**src/rtl/core/jpp_pkg.sv**
```systemverilog
// Shared types and constants for the JSON pretty printer core.
// Holds the request structs, character codes and controller/datapath links.
// No dependencies.
package jpp_pkg;

    localparam int unsigned BYTE_W        = 8;
    localparam int unsigned DEPTH_W       = 3;
    localparam int unsigned WIDTH_W       = 3;
    localparam int unsigned MAX_DEPTH_DEF = 7;
    localparam int unsigned WIDTH_RESET   = 4;
    localparam int unsigned WIDTH_MAX     = 4;

    localparam logic [BYTE_W-1:0] CH_NEWLINE   = 8'h0A;
    localparam logic [BYTE_W-1:0] CH_SPACE     = 8'h20;
    localparam logic [BYTE_W-1:0] CH_TILDE     = 8'h7E;
    localparam logic [BYTE_W-1:0] CH_BACKSLASH = 8'h5C;
    localparam logic [BYTE_W-1:0] CH_QUOTE     = 8'h22;
    localparam logic [BYTE_W-1:0] CH_COLON     = 8'h3A;
    localparam logic [BYTE_W-1:0] CH_COMMA     = 8'h2C;
    localparam logic [BYTE_W-1:0] CH_LBRACE    = 8'h7B;
    localparam logic [BYTE_W-1:0] CH_RBRACE    = 8'h7D;
    localparam logic [BYTE_W-1:0] CH_LBRACKET  = 8'h5B;
    localparam logic [BYTE_W-1:0] CH_RBRACKET  = 8'h5D;

    typedef struct packed {
        logic [BYTE_W-1:0] in_byte;
        logic              end_of_text;
    } in_item_t;

    typedef struct packed {
        logic [BYTE_W-1:0] out_byte;
        logic              last_of_run;
        logic              fault;
    } out_item_t;

    // Where the next output byte comes from.
    typedef enum logic [1:0] {
        SEL_LEAD,
        SEL_C1,
        SEL_MID,
        SEL_C2
    } src_sel_t;

    typedef struct packed {
        logic     load;
        logic     emit;
        src_sel_t sel;
        logic     last;
    } dp_cmd_t;

    typedef struct packed {
        logic lead_nz;
        logic lead_one;
        logic c1_en;
        logic mid_nz;
        logic mid_one;
        logic c2_en;
        logic slot_free;
    } dp_status_t;

endpackage

```
**src/rtl/core/jpp_ctrl.sv**
```systemverilog
// Sequencing controller for the JSON pretty printer.
// Walks the segments of one request's plan and drives the datapath.
// Depends on jpp_pkg.
module jpp_ctrl (
    input  logic                   clk,
    input  logic                   rst_n,
    input  logic                   in_valid,
    output logic                   in_stall,
    input  jpp_pkg::dp_status_t    status,
    output jpp_pkg::dp_cmd_t       cmd
);

    typedef enum logic [2:0] {
        S_IDLE,
        S_PLAN,
        S_LEAD,
        S_C1,
        S_MID,
        S_C2
    } state_t;

    state_t state_reg;
    state_t state_next;
    logic   stall_reg;
    logic   stall_next;

    state_t after_lead;
    state_t after_c1;
    state_t after_mid;

    // First non-empty segment following each position, or idle.
    always_comb
    begin
        after_mid  = status.c2_en  ? S_C2  : S_IDLE;
        after_c1   = status.mid_nz ? S_MID : after_mid;
        after_lead = status.c1_en  ? S_C1  : after_c1;
    end

    always_comb
    begin
        state_next = state_reg;
        cmd        = '0;
        cmd.sel    = jpp_pkg::SEL_LEAD;
        unique case (state_reg)
            S_IDLE:
            begin
                if (in_valid)
                begin
                    cmd.load   = 1'b1;
                    state_next = S_PLAN;
                end
            end
            S_PLAN:
            begin
                state_next = status.lead_nz ? S_LEAD : after_lead;
            end
            S_LEAD:
            begin
                if (status.slot_free)
                begin
                    cmd.emit = 1'b1;
                    cmd.sel  = jpp_pkg::SEL_LEAD;
                    if (status.lead_one)
                    begin
                        cmd.last   = (after_lead == S_IDLE);
                        state_next = after_lead;
                    end
                end
            end
            S_C1:
            begin
                if (status.slot_free)
                begin
                    cmd.emit   = 1'b1;
                    cmd.sel    = jpp_pkg::SEL_C1;
                    cmd.last   = (after_c1 == S_IDLE);
                    state_next = after_c1;
                end
            end
            S_MID:
            begin
                if (status.slot_free)
                begin
                    cmd.emit = 1'b1;
                    cmd.sel  = jpp_pkg::SEL_MID;
                    if (status.mid_one)
                    begin
                        cmd.last   = (after_mid == S_IDLE);
                        state_next = after_mid;
                    end
                end
            end
            S_C2:
            begin
                if (status.slot_free)
                begin
                    cmd.emit   = 1'b1;
                    cmd.sel    = jpp_pkg::SEL_C2;
                    cmd.last   = 1'b1;
                    state_next = S_IDLE;
                end
            end
            default:
            begin
                state_next = S_IDLE;
            end
        endcase
        stall_next = (state_next != S_IDLE);
    end

    always_ff @(posedge clk or negedge rst_n)
    begin
        if (!rst_n)
        begin
            state_reg <= S_IDLE;
            stall_reg <= 1'b0;
        end
        else
        begin
            state_reg <= state_next;
            stall_reg <= stall_next;
        end
    end

    assign in_stall = stall_reg;

endmodule

```
**src/rtl/core/jpp_datapath.sv**
```systemverilog
// Datapath of the JSON pretty printer: parser state, output plan and
// output register. Driven by jpp_ctrl through command and status structs.
// Depends on jpp_pkg.
module jpp_datapath #(
    parameter int unsigned MAX_DEPTH = jpp_pkg::MAX_DEPTH_DEF
) (
    input  logic                               clk,
    input  logic                               rst_n,
    input  jpp_pkg::in_item_t                  in_item,
    input  logic                               cfg_we,
    input  logic [jpp_pkg::WIDTH_W-1:0]        cfg_data,
    input  jpp_pkg::dp_cmd_t                   cmd,
    output jpp_pkg::dp_status_t                status,
    output logic                               out_valid,
    input  logic                               out_stall,
    output jpp_pkg::out_item_t                 out_item
);

    localparam int unsigned DW    = jpp_pkg::DEPTH_W;
    localparam int unsigned WW    = jpp_pkg::WIDTH_W;
    localparam int unsigned BW    = jpp_pkg::BYTE_W;
    localparam int unsigned CNT_W = $clog2(MAX_DEPTH * jpp_pkg::WIDTH_MAX + 1);
    localparam int unsigned PW    = DW + WW;

    // Configuration and parser state.
    logic [WW-1:0] width_reg;
    logic [DW-1:0] depth_reg, depth_next;
    logic          armed_reg, armed_next;
    logic          instr_reg, instr_next;
    logic          esc_reg, esc_next;
    logic          stopped_reg, stopped_next;

    // Output plan for the current request.
    logic [CNT_W-1:0] lead_reg, lead_next;
    logic [CNT_W-1:0] mid_reg, mid_next;
    logic             c1_en_reg, c1_en_next;
    logic             c2_en_reg, c2_en_next;
    logic [BW-1:0]    c1_reg, c1_next;
    logic [BW-1:0]    c2_reg, c2_next;
    logic             fault_reg, fault_next;

    logic               out_valid_reg;
    jpp_pkg::out_item_t out_item_reg;

    logic [WW-1:0] w_eff;
    logic [DW-1:0] depth_dec;
    logic [PW-1:0] lead_prod;
    logic [PW-1:0] mid_prod;
    logic [BW-1:0] b;
    logic          is_open, is_close;

    assign b         = in_item.in_byte;
    assign w_eff     = (width_reg > WW'(jpp_pkg::WIDTH_MAX)) ? WW'(jpp_pkg::WIDTH_MAX)
                                                               : width_reg;
    assign depth_dec = depth_reg - DW'(1);
    assign lead_prod = PW'(depth_reg) * PW'(w_eff);
    assign mid_prod  = PW'(depth_dec) * PW'(w_eff);
    assign is_open   = (b == jpp_pkg::CH_LBRACE) || (b == jpp_pkg::CH_LBRACKET);
    assign is_close  = (b == jpp_pkg::CH_RBRACE) || (b == jpp_pkg::CH_RBRACKET);

    always_comb
    begin
        depth_next   = depth_reg;
        armed_next   = armed_reg;
        instr_next   = instr_reg;
        esc_next     = esc_reg;
        stopped_next = stopped_reg;
        lead_next    = '0;
        mid_next     = '0;
        c1_en_next   = 1'b0;
        c2_en_next   = 1'b0;
        c1_next      = b;
        c2_next      = b;
        fault_next   = 1'b0;

        if (!stopped_reg)
        begin
            if (instr_reg)
            begin
                c1_en_next = 1'b1;
                if (esc_reg)
                begin
                    esc_next = 1'b0;
                end
                else if (b == jpp_pkg::CH_BACKSLASH)
                begin
                    esc_next = 1'b1;
                end
                else if (b == jpp_pkg::CH_QUOTE)
                begin
                    instr_next = 1'b0;
                end
            end
            else
            begin
                if (armed_reg)
                begin
                    lead_next = CNT_W'(lead_prod);
                end
                armed_next = 1'b0;
                if (is_open)
                begin
                    c1_en_next = 1'b1;
                    c2_en_next = 1'b1;
                    c2_next    = jpp_pkg::CH_NEWLINE;
                    armed_next = 1'b1;
                    if (depth_reg >= DW'(MAX_DEPTH))
                    begin
                        fault_next = 1'b1;
                    end
                    else
                    begin
                        depth_next = depth_reg + DW'(1);
                    end
                end
                else if (is_close)
                begin
                    // The newline goes first and the close byte last.
                    c1_en_next = 1'b1;
                    c1_next    = jpp_pkg::CH_NEWLINE;
                    c2_en_next = 1'b1;
                    if (depth_reg == '0)
                    begin
                        fault_next   = 1'b1;
                        stopped_next = 1'b1;
                    end
                    else
                    begin
                        depth_next = depth_dec;
                        mid_next   = CNT_W'(mid_prod);
                    end
                end
                else if (b == jpp_pkg::CH_COLON)
                begin
                    c1_en_next = 1'b1;
                    c2_en_next = 1'b1;
                    c2_next    = jpp_pkg::CH_SPACE;
                end
                else if (b == jpp_pkg::CH_COMMA)
                begin
                    c1_en_next = 1'b1;
                    c2_en_next = 1'b1;
                    c2_next    = jpp_pkg::CH_NEWLINE;
                    armed_next = 1'b1;
                end
                else if (b == jpp_pkg::CH_QUOTE)
                begin
                    c1_en_next = 1'b1;
                    instr_next = 1'b1;
                    esc_next   = 1'b0;
                end
                else if ((b > jpp_pkg::CH_SPACE) && (b <= jpp_pkg::CH_TILDE))
                begin
                    c1_en_next = 1'b1;
                end
            end
        end

        if (in_item.end_of_text)
        begin
            depth_next   = '0;
            armed_next   = 1'b0;
            instr_next   = 1'b0;
            esc_next     = 1'b0;
            stopped_next = 1'b0;
        end
    end

    always_ff @(posedge clk or negedge rst_n)
    begin
        if (!rst_n)
        begin
            width_reg   <= WW'(jpp_pkg::WIDTH_RESET);
            depth_reg   <= '0;
            armed_reg   <= 1'b0;
            instr_reg   <= 1'b0;
            esc_reg     <= 1'b0;
            stopped_reg <= 1'b0;
            lead_reg    <= '0;
            mid_reg     <= '0;
            c1_en_reg   <= 1'b0;
            c2_en_reg   <= 1'b0;
        end
        else
        begin
            if (cfg_we)
            begin
                width_reg <= cfg_data;
            end
            if (cmd.load)
            begin
                depth_reg   <= depth_next;
                armed_reg   <= armed_next;
                instr_reg   <= instr_next;
                esc_reg     <= esc_next;
                stopped_reg <= stopped_next;
                lead_reg    <= lead_next;
                mid_reg     <= mid_next;
                c1_en_reg   <= c1_en_next;
                c2_en_reg   <= c2_en_next;
            end
            else if (cmd.emit && (cmd.sel == jpp_pkg::SEL_LEAD))
            begin
                lead_reg <= lead_reg - CNT_W'(1);
            end
            else if (cmd.emit && (cmd.sel == jpp_pkg::SEL_MID))
            begin
                mid_reg <= mid_reg - CNT_W'(1);
            end
        end
    end

    always_ff @(posedge clk)
    begin
        if (cmd.load)
        begin
            c1_reg    <= c1_next;
            c2_reg    <= c2_next;
            fault_reg <= fault_next;
        end
    end

    // Output register: a new byte may be written once the old one is taken.
    always_ff @(posedge clk or negedge rst_n)
    begin
        if (!rst_n)
        begin
            out_valid_reg <= 1'b0;
        end
        else if (cmd.emit)
        begin
            out_valid_reg <= 1'b1;
        end
        else if (!out_stall)
        begin
            out_valid_reg <= 1'b0;
        end
    end

    always_ff @(posedge clk)
    begin
        if (cmd.emit)
        begin
            case (cmd.sel)
                jpp_pkg::SEL_C1: out_item_reg.out_byte <= c1_reg;
                jpp_pkg::SEL_C2: out_item_reg.out_byte <= c2_reg;
                default:         out_item_reg.out_byte <= jpp_pkg::CH_SPACE;
            endcase
            out_item_reg.last_of_run <= cmd.last;
            out_item_reg.fault       <= fault_reg;
        end
    end

    assign status.lead_nz   = (lead_reg != '0);
    assign status.lead_one  = (lead_reg == CNT_W'(1));
    assign status.c1_en     = c1_en_reg;
    assign status.mid_nz    = (mid_reg != '0);
    assign status.mid_one   = (mid_reg == CNT_W'(1));
    assign status.c2_en     = c2_en_reg;
    assign status.slot_free = !out_valid_reg || !out_stall;

    assign out_valid = out_valid_reg;
    assign out_item  = out_item_reg;

endmodule

```
**src/rtl/core/json_pretty_printer_core.sv**
```systemverilog
// Top level of the JSON pretty printer core.
// Joins the controller (jpp_ctrl) and the datapath (jpp_datapath); uses jpp_pkg.
//
// Usage: JSON text enters one byte per request on the in channel (in_valid,
// in_stall, in_item); re-indented text leaves one byte per request on the out
// channel (out_valid, out_stall, out_item). A request is taken at a clock edge
// with valid high and stall low. in_item.end_of_text marks the final byte of
// a text; the parser state returns to its reset value after that byte.
// The indent width is written on the cfg channel (cfg_valid, cfg_ready,
// cfg_data) by the user only while the block is idle; the block does not
// enforce this. cfg_ready is always high.
// Sequence: an input byte is taken, its output plan is formed in the next
// cycle, and then its N output bytes follow at one per cycle through the
// output register while the receiver does not stall.
// N is up to 54 at the default depth, set by indentation runs of spaces.
// The next input is taken as soon as the last byte of the previous one sits
// in the output register.
// A stalled receiver holds the output register and the sequence pauses.
// Reset clears the parser state, empties the output register and sets the
// indent width to four.
module json_pretty_printer_core #(
    parameter int unsigned MAX_DEPTH = jpp_pkg::MAX_DEPTH_DEF
) (
    input  logic                          clk,
    input  logic                          rst_n,
    input  logic                          in_valid,
    output logic                          in_stall,
    input  jpp_pkg::in_item_t             in_item,
    output logic                          out_valid,
    input  logic                          out_stall,
    output jpp_pkg::out_item_t            out_item,
    input  logic                          cfg_valid,
    output logic                          cfg_ready,
    input  logic [jpp_pkg::WIDTH_W-1:0]   cfg_data
);

    jpp_pkg::dp_cmd_t    cmd;
    jpp_pkg::dp_status_t status;
    logic                cfg_we;

    assign cfg_ready = 1'b1;
    assign cfg_we    = cfg_valid && cfg_ready;

    jpp_ctrl u_ctrl (
        .clk      (clk),
        .rst_n    (rst_n),
        .in_valid (in_valid),
        .in_stall (in_stall),
        .status   (status),
        .cmd      (cmd)
    );

    jpp_datapath #(
        .MAX_DEPTH (MAX_DEPTH)
    ) u_datapath (
        .clk       (clk),
        .rst_n     (rst_n),
        .in_item   (in_item),
        .cfg_we    (cfg_we),
        .cfg_data  (cfg_data),
        .cmd       (cmd),
        .status    (status),
        .out_valid (out_valid),
        .out_stall (out_stall),
        .out_item  (out_item)
    );

    // A new byte is never written over one that is still waiting.
    a_no_overwrite: assert property (@(posedge clk) disable iff (!rst_n)
        cmd.emit |-> status.slot_free)
        else $error("output byte written while the previous one was stalled");

    // After a request is taken the input side is held off.
    a_busy_after_accept: assert property (@(posedge clk) disable iff (!rst_n)
        (in_valid && !in_stall) |=> in_stall)
        else $error("input taken while a request was still in work");

    // The final byte of a request frees the input side.
    a_last_frees_input: assert property (@(posedge clk) disable iff (!rst_n)
        (cmd.emit && cmd.last) |=> !in_stall)
        else $error("input still held after the final byte of a request");

endmodule

```
**config.mk**
```make
export PLATFORM = sky130hd
export DESIGN_NAME = json_pretty_printer_core
export DESIGN_NICKNAME = d
export VERILOG_FILES = /design/src/rtl/core/jpp_pkg.sv /design/src/rtl/core/jpp_ctrl.sv /design/src/rtl/core/jpp_datapath.sv /design/src/rtl/core/json_pretty_printer_core.sv
export SDC_FILE = /design/constraint.sdc
export NUM_CORES = 1
export LEC_CHECK = 0
export ABC_AREA = 1
export ABC_CLOCK_PERIOD_IN_PS = 2500
export BUFFER_PORTS_ARGS = -buffer_cell sky130_fd_sc_hd__buf_4
export CAP_MARGIN = 30
export CORE_ASPECT_RATIO = 0.6
export CORE_MARGIN = 2
export CORE_UTILIZATION = 55
export CTS_BUF_LIST = sky130_fd_sc_hd__clkbuf_2
export DETAILED_ROUTE_END_ITERATION = 8
export GPL_TIMING_DRIVEN = 0
export PLACE_DENSITY = 0.77
export RECOVER_POWER = 25
export SYNTH_ARGS = -nofsm -noshare
export SYNTH_HDL_FRONTEND = slang
export SYNTH_HIERARCHICAL = 1
export SYNTH_SLANG_ARGS = --single-unit
export TNS_END_PERCENT = 100
```
**constraint.sdc**
```tcl
create_clock -name clk -period 2.5 [get_ports clk]
set_input_delay 0.5 -clock clk [delete_from_list [all_inputs] [get_ports clk]]
set_output_delay 0.5 -clock clk [all_outputs]
set_load 0.05 [all_outputs]
```
## Yosys cells after proc, flatten, opt, wreduce, memory -nomap -nowiden

Cells that the tools add are included.

- $mul: 2
- Mux-type cells: 104
- $lt $le $gt $ge: 4
- Eq/ne operators: 28
- $add $sub $neg: 4
- Reduce and logical (&&, ||, !) cells: 27

Operators by type and width:

| cell | number |
|---|---|
| $mux W8 | 10 |
| $mux W5 | 13 |
| $mux W3 | 19 |
| $mux W1 | 55 |
| $eq A8 B7 Y1 const B | 5 |
| $eq A8 B6 Y1 const B | 3 |
| $pmux W3 S6 | 1 |
| $mux W4 | 4 |
| $pmux W4 S4 | 1 |
| $pmux W8 S2 | 1 |
| $logic_not A3 Y1 | 5 |
| $ne A3 B2 Y1 const B | 5 |
| $eq A5 B1 Y1 const B | 2 |
| $mul A3 B3 Y5 | 2 |
| $reduce_bool A5 Y1 | 2 |
| $sub A5 B1 Y5 const B | 2 |
| $reduce_bool A3 Y1 | 3 |
| $gt A8 B6 Y1 const B | 1 |
| $le A8 B7 Y1 const B | 1 |
| $reduce_and A7 Y1 | 1 |
| $eq A3 B2 Y1 const B | 2 |
| $eq A3 B3 Y1 const B | 2 |
| $ne A2 B2 Y1 const B | 3 |
| $reduce_and A6 Y1 | 1 |
| other kinds (17) | 25 |

- Input bits: 17
- Register bits after elaboration: 54
- Output and inout bits: 13

## Depth between registers and ports, before layout

Gate-level depths: netlist (run 1).

- Depth in word-level cells: 12
- Gate-level depth with buffers: 18

## Hierarchy

The synthesis (run 1) kept the hierarchy.

By module, submodules not included:

| module | seq. area each (um^2) | area each (um^2) | instances | cells an instance |
|---|---|---|---|---|
| jpp_datapath | 1,387.6 | 3,052.9 | 1 | 371 |
| jpp_ctrl | 100.1 | 392.9 | 1 | 65 |
| json_pretty_printer_core | 0.0 | 11.3 | 1 | 2 |

## Worst setup path before layout (run 1)

No wires, ideal clock.

- Path kind: flip-flop to flip-flop
- From: register u_datapath.depth_reg[0]
- To: register u_datapath.mid_reg[4]
- Period minus slack after synthesis: 2,617 ps
- Path buffers: 1
- Stages on the path, launching flop included: 18
- Data arrival time: 2,540 ps
- Library setup time: 77 ps
- Data required time: 2,423 ps
- Slack: -117 ps
- Path through: dfrtp_1 > buf_2 > inv_1 > ha_1 > inv_1 > nand2_1 > fa_1 > inv_1 > ha_1 > inv_1 > fa_1 > xor2_1 > inv_1 > nand2_1 > nand2_1 > inv_1 > nand2_1 > a21oi_1

- Longest elaborated chain between the ends: 8
- Elaborated cells on any way between the ends: 9
- Those cells by class: 1 x add/sub; 1 x mul; 6 x mux; 1 x reduce/logical

Ends and longest elaborated chain:

| what | line | text |
|---|---|---|
| start, declared | jpp_datapath.sv:27 | `logic [DW-1:0] depth_reg, depth_next;` |
| start signal, assigned | jpp_datapath.sv:192 | `depth_reg <= depth_next;` |
| $sub A3 B1 Y3 | jpp_datapath.sv:55 | `assign depth_dec = depth_reg - DW'(1);` |
| $mul A3 B3 Y5 | jpp_datapath.sv:57 | `assign mid_prod = PW'(depth_dec) * PW'(w_eff);` |
| $mux W5 (*) | jpp_datapath.sv:122 | `if (depth_reg == '0)` |
| $mux W5 (*) | jpp_datapath.sv:116 | `else if (is_close)` |
| $mux W5 (*) | jpp_datapath.sv:101 | `if (is_open)` |
| $mux W5 (*) | jpp_datapath.sv:78 | `if (instr_reg)` |
| $mux W5 (*) | jpp_datapath.sv:76 | `if (!stopped_reg)` |
| $mux W5 (*) | jpp_datapath.sv:190 | `if (cmd.load)` |
| end signal, assigned | jpp_datapath.sv:198 | `mid_reg <= mid_next;` |
| end signal, assigned | jpp_datapath.sv:208 | `mid_reg <= mid_reg - CNT_W'(1);` |
| end, declared | jpp_datapath.sv:35 | `logic [CNT_W-1:0] mid_reg, mid_next;` |

Every way passes the cells marked *; elsewhere a longest branch is shown, timed or not.
A chain may end at the register's enable or synchronous reset.

## Final worst setup path (run 1)

Same ends and word-level chain as after synthesis.

==> impl_metrics.json, run 1 <==
{
  "numClockSinks": 54,
  "relSlewSlack_pct": -0.481,
  "dpl.hpwl_um": 5550,
  "synth_edf_count": 27,
  "worstSetupStartpoint": "u_datapath/depth_reg[0]",
  "end_kind": "flop",
  "floorplan.initialDensity_pct": 56.8,
  "violations": "max-capacitance violations, max-slew violations, negative setup slack",
  "cts_tree": "yes",
  "cts_root_buf": "clkbuf_2",
  "holdPathEnd": "u_datapath/width_reg[2]",
  "grt_use_total_pct": 23.7,
  "dieArea_um2": 6960,
  "drt-total-wl_um": 7650,
  "grt_antenna_before_repair": 0,
  "drc": 0,
  "die_x_um": 106,
  "viasPerCell": 5.15,
  "stdcell_area_um2": 3960,
  "seq_area_frac_synth_pct": 43.0,
  "reg2reg_slack_ns": -0.20,
  "p_per_area_nw_per_um2": 974,
  "area_growth_syn_to_layout_pct": 14.6,
  "gp_congestion": 0.889,
  "fin_crit_ns": 2.70,
  "grt_pass1_wl_um": 12700,
  "synthArstFlopShare_pct": 50.0,
  "clock.fmax_ghz": 0.370,
  "synth_area_leaders": "edfxtp_1, dfrtp_1, nand2_1",
  "synth_top_area_cell": "edfxtp_1",
  "clk_pin_slew_ns": 0.32,
  "ant_nets": 0,
  "stdcell_count": 564,
  "synthDistinctLibCells": 38,
  "final.period_utilization_pct": 108,
  "clk_latency_ns": 0.49,
  "largest_reg_flops": 10,
  "num_vias": 2907,
  "power.leakage_nw": 1.96,
  "yosysTopAreaCellShare_pct": 23.5,
  "required_ns": 2.94,
  "cp.arrival_ns": 3.15,
  "status": "finished, violations left",
  "grt_pass1_vias": 2660,
  "drv_cap": 1,
  "fin_skew_ns": 0.0180,
  "rows": 22,
  "drive_gt1_share_pct": 20.6,
  "setup_slack_ns": -0.205,
  "r2r-start": "u_datapath/depth_reg[0]",
  "r2r_end": "u_datapath/mid_reg[4]",
  "hold_path_class": "in -> reg",
  "grt_overflow_total": 0,
  "die_h_um": 65.4,
  "core_area_um2": 6080,
  "htreeDepth": 2,
  "avgRoutedWirePerCell_um": 13.6,
  "drt_pass1_iterations": 5,
  "syn_nets": 475,
  "syn_inst": 438,
  "detailedPlace.worstSlack_ns": -0.240,
  "setup_violations": 1,
  "crit_fanout": 4,
  "port_buffers": 28,
  "grt_setup_unrepaired": "true",
  "numPlacedInstances": 550,
  "numCtsBuffers": 5,
  "crit_type": "reg -> reg",
  "nNetsFinal": 516,
  "irDropWorstVdd_v": 0.000483,
  "syn_avg_cell_area_um2": 7.89,
  "syn_area_um2": 3460,
  "holdCritStartpoint": "cfg_valid",
  "ys.flop_type": "edfxtp_1",
  "clk_path_buf_depth": 2,
  "worst_pin_slew_ns": 1.51,
  "num_io_pins": 30,
  "cp-start-kind": "flop",
  "slew_viol_final": 28,
  "yosys_warnings": 6,
  "tns_ns": -0.205,
  "drtIter0Drc": 202,
  "place_area_um2": 3800,
  "hold_depth": 2,
  "antenna_cells": 0,
  "synth_seq_cells": 54,
  "final-hold-violation-count": 0,
  "r2r_cells": 16,
  "grt_max_degree": 28
}
==> critical path, cell delays in order (launching register included) <==
cell	delay [ns]
dfrtp_2	0.54
inv_8	0.09
ha_4	0.20
inv_2	0.06
nand2_2	0.06
fa_1	0.44
inv_1	0.07
ha_2	0.16
inv_2	0.04
fa_2	0.39
xor2_2	0.17
inv_1	0.05
nand2_1	0.07
nand2_2	0.06
inv_1	0.05
nand2_1	0.06
a21oi_1	0.13
==> worst max-delay path by stage <==
stage / endpoint / slack (ns) / cells after the start
2_1_floorplan: u_datapath/mid_reg[4] / 0.02 / 18
3_3_place_gp: u_datapath/mid_reg[4] / -0.18 / 17
3_5_place_dp: u_datapath/mid_reg[4] / -0.24 / 17
4_1_cts: u_datapath/mid_reg[4] / -0.19 / 18
5_1_grt: u_datapath/mid_reg[4] / -0.31 / 16
6_report: u_datapath/mid_reg[4] / -0.20 / 16
==> cell usage after synthesis (2+ instances only) <==
cell        n
nand2_1   104
inv_1      75
nor2_1     53
nand3_1    31
edfxtp_1   27
dfrtp_1    26
ha_1       16
o21ai_0    14
a21oi_1    13
nand2_2     9
a22o_1      7
nand4_1     5
nor2_2      5
fa_1        4
inv_2       4
nand3_2     4
nor2_4      4
o211ai_1    4
a31oi_1     3
buf_4       3
clkbuf_1    3
nor3_1      3
xor2_1      3
a21oi_2     2
buf_2       2
xnor2_1     2
==> where the power goes <==
group,internal [W],switching (W)
registers,0.00129,0.000194
clock network,0.0000842,0.000330
logic,0.000653,0.00131
==> layout by cell type (no fill, tap or decap), drive strengths merged, types with 4 or more instances in the layout <==
cell type / n
buf: 36
a22o: 7
ha: 16
nand4: 5
nor2: 62
edfxtp: 27
clkbuf: 10
fa: 4
dfrtp: 26
o21ai: 15
a21oi: 15
nand2: 113
o211ai: 4
nand3: 35
inv: 80
==> kinds of logic after synthesis <==
group / Yosys count / share of synthesized area (%)
simple gates: 221 / 28.5
buf+inv: 88 / 10.1
flops: 54 / 43.0
compound gates: 49 / 8.90
fa+ha+maj: 20 / 8.11
xor+xnor: 5 / 1.27
other cells: 1 / 0.108
==> layer usage <==
layer  share of wire, %  global-route usage (%)  vias up
met5                  0                       0        -
met4                1.4                    6.91        0
met3                7.9                    4.07       11
met2                 42                    34.5      109
met1                 49                    36.2     1319
li1                   -                       -     1468
==> area by class of cell <==
class / instances / area, µm²
plain buffers: 7 / 43.8
fillers: 509 / 2120
repair buffers: 36 / 262
well taps: 84 / 105
inverters: 79 / 310
multi-input cells: 296 / 1700
flip-flops and latches: 54 / 1490
clock inverters: 3 / 28.8
clock buffers: 5 / 25.0
==> per-stage QoR <==
step                util [%]  total power, W  hold slack, ns
floorplan                  -         0.00286           0.204
CTS                     64.3         0.00381           0.139
finish                  65.1         0.00386           0.156
detailed placement      62.4         0.00334           0.424
global route            65.1         0.00417           0.134
global placement        62.4         0.00329           0.405
==> repair_timing <==
item                                    CTS  global route
endpoints found under the setup margin    4             8
hold buffers                              1             0
hold endpoints to repair                 26             0
cloned                                    0             0
pin swaps                                 3            10
resized for setup                         7            20
setup buffers                             4             3
No activity file was read; power rests on OpenSTA's default activity.
==> run 2, diff against run 1 <==
CORE_ASPECT_RATIO = 1.4   (was 0.6)
PLACE_DENSITY = unset   (was 0.77)
PLACE_DENSITY_LB_ADDON = 0.15   (was unset)
==> run 2 against run 1 <==
- the run still ends with max-capacitance violations, max-slew violations, negative setup slack left
- critical endpoint unchanged
- clock skew is 0.0028 ns higher
- wire length decreased by 7.5%
- register-to-register slack better by 0.11 ns
- combinational power about the same
- sequential power is essentially flat
- sequential share of layout area rose by 0.071 points
- cell count decreased by 1.6%
- setup slack better by 0.11 ns
==> impl_metrics.json, run 2 (synthesis gave the netlist of run 1 again) <==
{
  "status": "finished, violations left",
  "violations": "max-capacitance violations, max-slew violations, negative setup slack",
  "cp.arrival_ns": 3.01,
  "drv_cap": 1,
  "crit_type": "reg -> reg",
  "detailedPlace.worstSlack_ns": -0.296,
  "cts_tree": "yes",
  "drtIter0Drc": 128,
  "holdCritStartpoint": "cfg_valid",
  "grt_overflow_total": 0,
  "p_per_area_nw_per_um2": 957,
  "gp_congestion": 0.882,
  "place_area_um2": 3780,
  "clock.fmax_ghz": 0.385,
  "hold_depth": 2,
  "stdcell_area_um2": 3950,
  "required_ns": 2.91,
  "cp-start-kind": "flop",
  "hold_path_class": "in -> reg",
  "final.period_utilization_pct": 104,
  "die_x_um": 71.0,
  "drt-total-wl_um": 7080,
  "fin_skew_ns": 0.0208,
  "dieArea_um2": 6940,
  "power.leakage_nw": 1.97,
  "worst_pin_slew_ns": 1.52,
  "drt_pass1_iterations": 4,
  "setup_slack_ns": -0.0968,
  "rows": 34,
  "dpl.hpwl_um": 5290,
  "fin_crit_ns": 2.60,
  "final-hold-violation-count": 0,
  "drive_gt1_share_pct": 20.5,
  "r2r_end": "u_datapath/mid_reg[4]",
  "area_growth_syn_to_layout_pct": 14.4,
  "holdPathEnd": "u_datapath/width_reg[2]",
  "antenna_cells": 0,
  "clk_latency_ns": 0.45,
  "end_kind": "flop",
  "port_buffers": 28,
  "layout_common_cells": "nand2_1, inv_1, nor2_1",
  "die_h_um": 97.8,
  "htreeDepth": 2,
  "nNetsFinal": 519,
  "core_area_um2": 6170,
  "r2r_cells": 16,
  "slew_viol_final": 28,
  "largest_reg_flops": 10,
  "cts_root_buf": "clkbuf_2",
  "finalPower_w": 0.00379,
  "reg2reg_slack_ns": -0.1,
  "num_io_pins": 30,
  "r2r-start": "u_datapath/depth_reg[1]",
  "num_vias": 2862,
  "grt_use_total_pct": 21.1,
  "grt_antenna_before_repair": 0,
  "clk_path_buf_depth": 2,
  "final_common_cell": "nand2_1",
  "drc": 0,
  "floorplan.initialDensity_pct": 56.0,
  "relSlewSlack_pct": -1.46,
  "numCtsBuffers": 5,
  "ant_nets": 0,
  "irDropWorstVdd_v": 0.000509,
  "hold_slack_ns": 0.216,
  "setup_violations": 1,
  "avgRoutedWirePerCell_um": 12.8,
  "grt_pass1_vias": 2752,
  "grt_max_degree": 28,
  "clk_pin_slew_ns": 0.30,
  "viasPerCell": 5.16,
  "grt_setup_unrepaired": "true",
  "numClockSinks": 54,
  "crit_fanout": 4,
  "grt_pass1_wl_um": 11900
}
run 2: worst max-delay path by stage:
stage                                       start                    end  slack, ns  depth (start not counted)
after global routing      u_datapath/depth_reg[1]  u_datapath/mid_reg[4]      -0.21                         16
after floorplan           u_datapath/depth_reg[0]  u_datapath/mid_reg[4]       0.02                         18
after detailed placement  u_datapath/depth_reg[1]  u_datapath/mid_reg[4]      -0.30                         17
final                     u_datapath/depth_reg[1]  u_datapath/mid_reg[4]       -0.1                         16
after global placement    u_datapath/depth_reg[1]  u_datapath/mid_reg[4]      -0.18                         17
after CTS                 u_datapath/depth_reg[0]  u_datapath/mid_reg[4]      -0.19                         18
run 2: layout make-up:
type / instances / area, µm²
Timing Repair Buffer: 39 / 288
Inverter: 79 / 308
Multi-Input combinational cell: 296 / 1680
Clock buffer: 5 / 25.0
Fill cell: 542 / 2210
Clock inverter: 3 / 28.8
Sequential cell: 54 / 1490
Buffer: 7 / 43.8
Tap cell: 72 / 90.1
run 2: power breakdown:
group	internal [W]	leakage (nW)	switching (W)	total, W
sequential	0.00129	0.586	0.000191	0.00148
combinational	0.000651	1.35	0.00127	0.00193
clock	0.0000816	0.0351	0.000299	0.000380
run 2: metal layers:
metal | wire length, µm | track usage (%)
met5 | 0 | 0
met4 | 172 | 7.11
met3 | 202 | 2.89
met2 | 3700 | 37.8
met1 | 3010 | 25.8
run 2: worst max-delay path, stage by stage, from the launching register on:
cell	delay [ns]
dfrtp_2	0.51
inv_4	0.09
ha_4	0.22
inv_2	0.07
nand2_2	0.05
fa_1	0.44
inv_1	0.07
ha_2	0.17
inv_2	0.04
fa_2	0.35
xor2_2	0.16
inv_1	0.05
nand2_1	0.05
nand2_1	0.05
inv_1	0.06
nand2_1	0.06
a21oi_1	0.12
run 2: metrics by stage:
step	TNS (ns)	instances	utilization (%)
floorplan	0	438	-
global placement	-0.309	538	61.3
detailed placement	-0.584	538	61.3
CTS	-0.193	550	63.3
global route	-0.287	555	64.1
finish	-0.0968	555	64.1
run 2: repair_timing:
action	4_1_cts	5_1_grt
hold buffers	1	0
buffers inserted	4	7
resized for setup	11	10
endpoints found under the setup margin	4	9
pin swaps	6	8
hold endpoints to repair	26	0
==> run 3, diff against run 2 <==
ABC_CLOCK_PERIOD_IN_PS = 3400   (was 2500)
clock period = 3.4 ns   (was 2.5 ns; I/O delays follow)
==> run 3 against run 2 <==
- the run ends with max-capacitance violations, max-slew violations left
- wire length shrank 6.2%
- highest routed layer unchanged
- register-to-register slack gained 0.52 ns
- setup slack gained 0.52 ns
- maximum frequency shrank 13%
- die area is the same
- combinational power shrank 32%
- utilization shrank 2.4 points
==> impl_metrics.json, run 3 (synthesis gave the netlist of run 1 again) <==
{
  "status": "finished, violations left",
  "violations": "max-capacitance violations, max-slew violations",
  "slew_viol_final": 28,
  "reg2reg_slack_ns": 0.42,
  "cts_tree": "yes",
  "dpl.hpwl_um": 5180,
  "numCtsBuffers": 5,
  "regArea_um2": 1490,
  "drc": 0,
  "holdBufCountCts": 0,
  "grt_max_degree": 28,
  "r2r_end": "u_datapath/mid_reg[4]",
  "num_vias": 2787,
  "die_x_um": 71.0,
  "antenna_cells": 0,
  "holdPathEnd": "u_datapath/width_reg[2]",
  "grt_setup_unrepaired": "false",
  "stdcell_area_um2": 3800,
  "final-hold-violation-count": 0,
  "grt_use_total_pct": 20.5,
  "tns_ns": 0,
  "final.period_utilization_pct": 87.6,
  "power.leakage_nw": 1.93,
  "num_io_pins": 30,
  "viasPerCell": 5.10,
  "relSlewSlack_pct": -0.818,
  "final_common_cell": "nand2_1",
  "hold_depth": 2,
  "die_h_um": 97.8,
  "irDropWorstVdd_v": 0.000329,
  "clk_path_buf_depth": 2,
  "drt-total-wl_um": 6640,
  "htreeDepth": 2,
  "area_growth_syn_to_layout_pct": 10.0,
  "fin_skew_ns": 0.0250,
  "drt_pass1_iterations": 4,
  "ant_nets": 0,
  "r2r_cells": 17,
  "cp.arrival_ns": 3.41,
  "fill_cells": 570,
  "worst_pin_slew_ns": 1.51,
  "nNetsFinal": 510,
  "port_buffers": 28,
  "grt_antenna_before_repair": 0,
  "numClockSinks": 54,
  "clk_latency_ns": 0.47,
  "avgRoutedWirePerCell_um": 12.2,
  "worstSetupStartpoint": "u_datapath/depth_reg[0]",
  "setup_violations": 0,
  "drv_cap": 1,
  "clock.fmax_ghz": 0.336,
  "crit_fanout": 8,
  "rows": 34,
  "gp_congestion": 0.860,
  "grt_overflow_total": 0,
  "holdCritStartpoint": "cfg_valid",
  "largest_reg_flops": 10,
  "multiInputGateArea_um2": 1620,
  "cts_root_buf": "clkbuf_2",
  "drtIter0Drc": 76,
  "ctsResizeCount": 0,
  "drive_gt1_share_pct": 14.8,
  "required_ns": 3.83,
  "layout_common_cells": "nand2_1, inv_1, nor2_1",
  "cp-start-kind": "flop",
  "p_per_area_nw_per_um2": 705,
  "clk_pin_slew_ns": 0.31,
  "detailedPlace.worstSlack_ns": 0.476,
  "core_area_um2": 6170,
  "crit_type": "reg -> reg",
  "place_area_um2": 3760,
  "fin_crit_ns": 2.98,
  "end_kind": "flop",
  "floorplan.initialDensity_pct": 56.0,
  "grt_pass1_vias": 2634,
  "setup_slack_ns": 0.420,
  "finalPower_w": 0.00268,
  "grt_pass1_wl_um": 11600,
  "hold_path_class": "in -> reg",
  "cts_setup_buffers": 0,
  "dieArea_um2": 6940,
  "hold_slack_ns": 0.374,
  "r2r-start": "u_datapath/depth_reg[0]"
}
## run 3: per-layer routing
metal	up-vias	part of all wire (%)	GRT usage [%]
met5	-	0	0
met4	0	1.7	5.95
met3	11	2.7	2.99
met2	42	52	37.0
met1	1279	43	25.3
li1	1455	-	-
## run 3: cell type report
| cell class | instances | area share (%) |
|---|---|---|
| Buffer | 9 | 1.38 |
| Clock buffer | 5 | 0.658 |
| Clock inverter | 3 | 0.757 |
| Inverter | 79 | 7.80 |
| Multi-Input combinational cell | 296 | 42.6 |
| Sequential cell | 54 | 39.1 |
| Tap cell | 72 | 2.37 |
| Timing Repair Buffer | 28 | 5.33 |
## run 3: how the worst max path moves through the flow
stage / to / slack, ns
floorplan: u_datapath/mid_reg[4] / 0.78
global placement: u_datapath/mid_reg[4] / 0.56
detailed placement: u_datapath/mid_reg[4] / 0.48
CTS: u_datapath/mid_reg[4] / 0.41
global route: u_datapath/mid_reg[4] / 0.17
finish: u_datapath/mid_reg[4] / 0.42
## run 3: through the flow
stage | utilization [%] | std cells
after floorplan | - | 438
after global placement | 60.9 | 538
after detailed placement | 60.9 | 538
after CTS | 61.8 | 546
after global routing | 61.7 | 546
final | 61.7 | 546
## run 3: critical path, cell delays in order (launching register included)
cell and delay [ns]:
dfrtp_1 0.42, buf_2 0.20, inv_1 0.11, ha_1 0.36, inv_1 0.11, nand2_1 0.08, fa_1 0.46, inv_1 0.07
ha_1 0.15, inv_1 0.05, fa_1 0.37, xor2_1 0.19, inv_1 0.06, nand2_1 0.05, nand2_1 0.04, inv_1 0.05
nand2_1 0.06, a21oi_1 0.13
## run 3: power breakdown
| group | leakage [nW] | internal [W] | switching (W) |
|---|---|---|---|
| Clock | 0.0351 | 0.0000600 | 0.000226 |
| Sequential | 0.589 | 0.000947 | 0.000128 |
| Combinational | 1.31 | 0.000414 | 0.000905 |
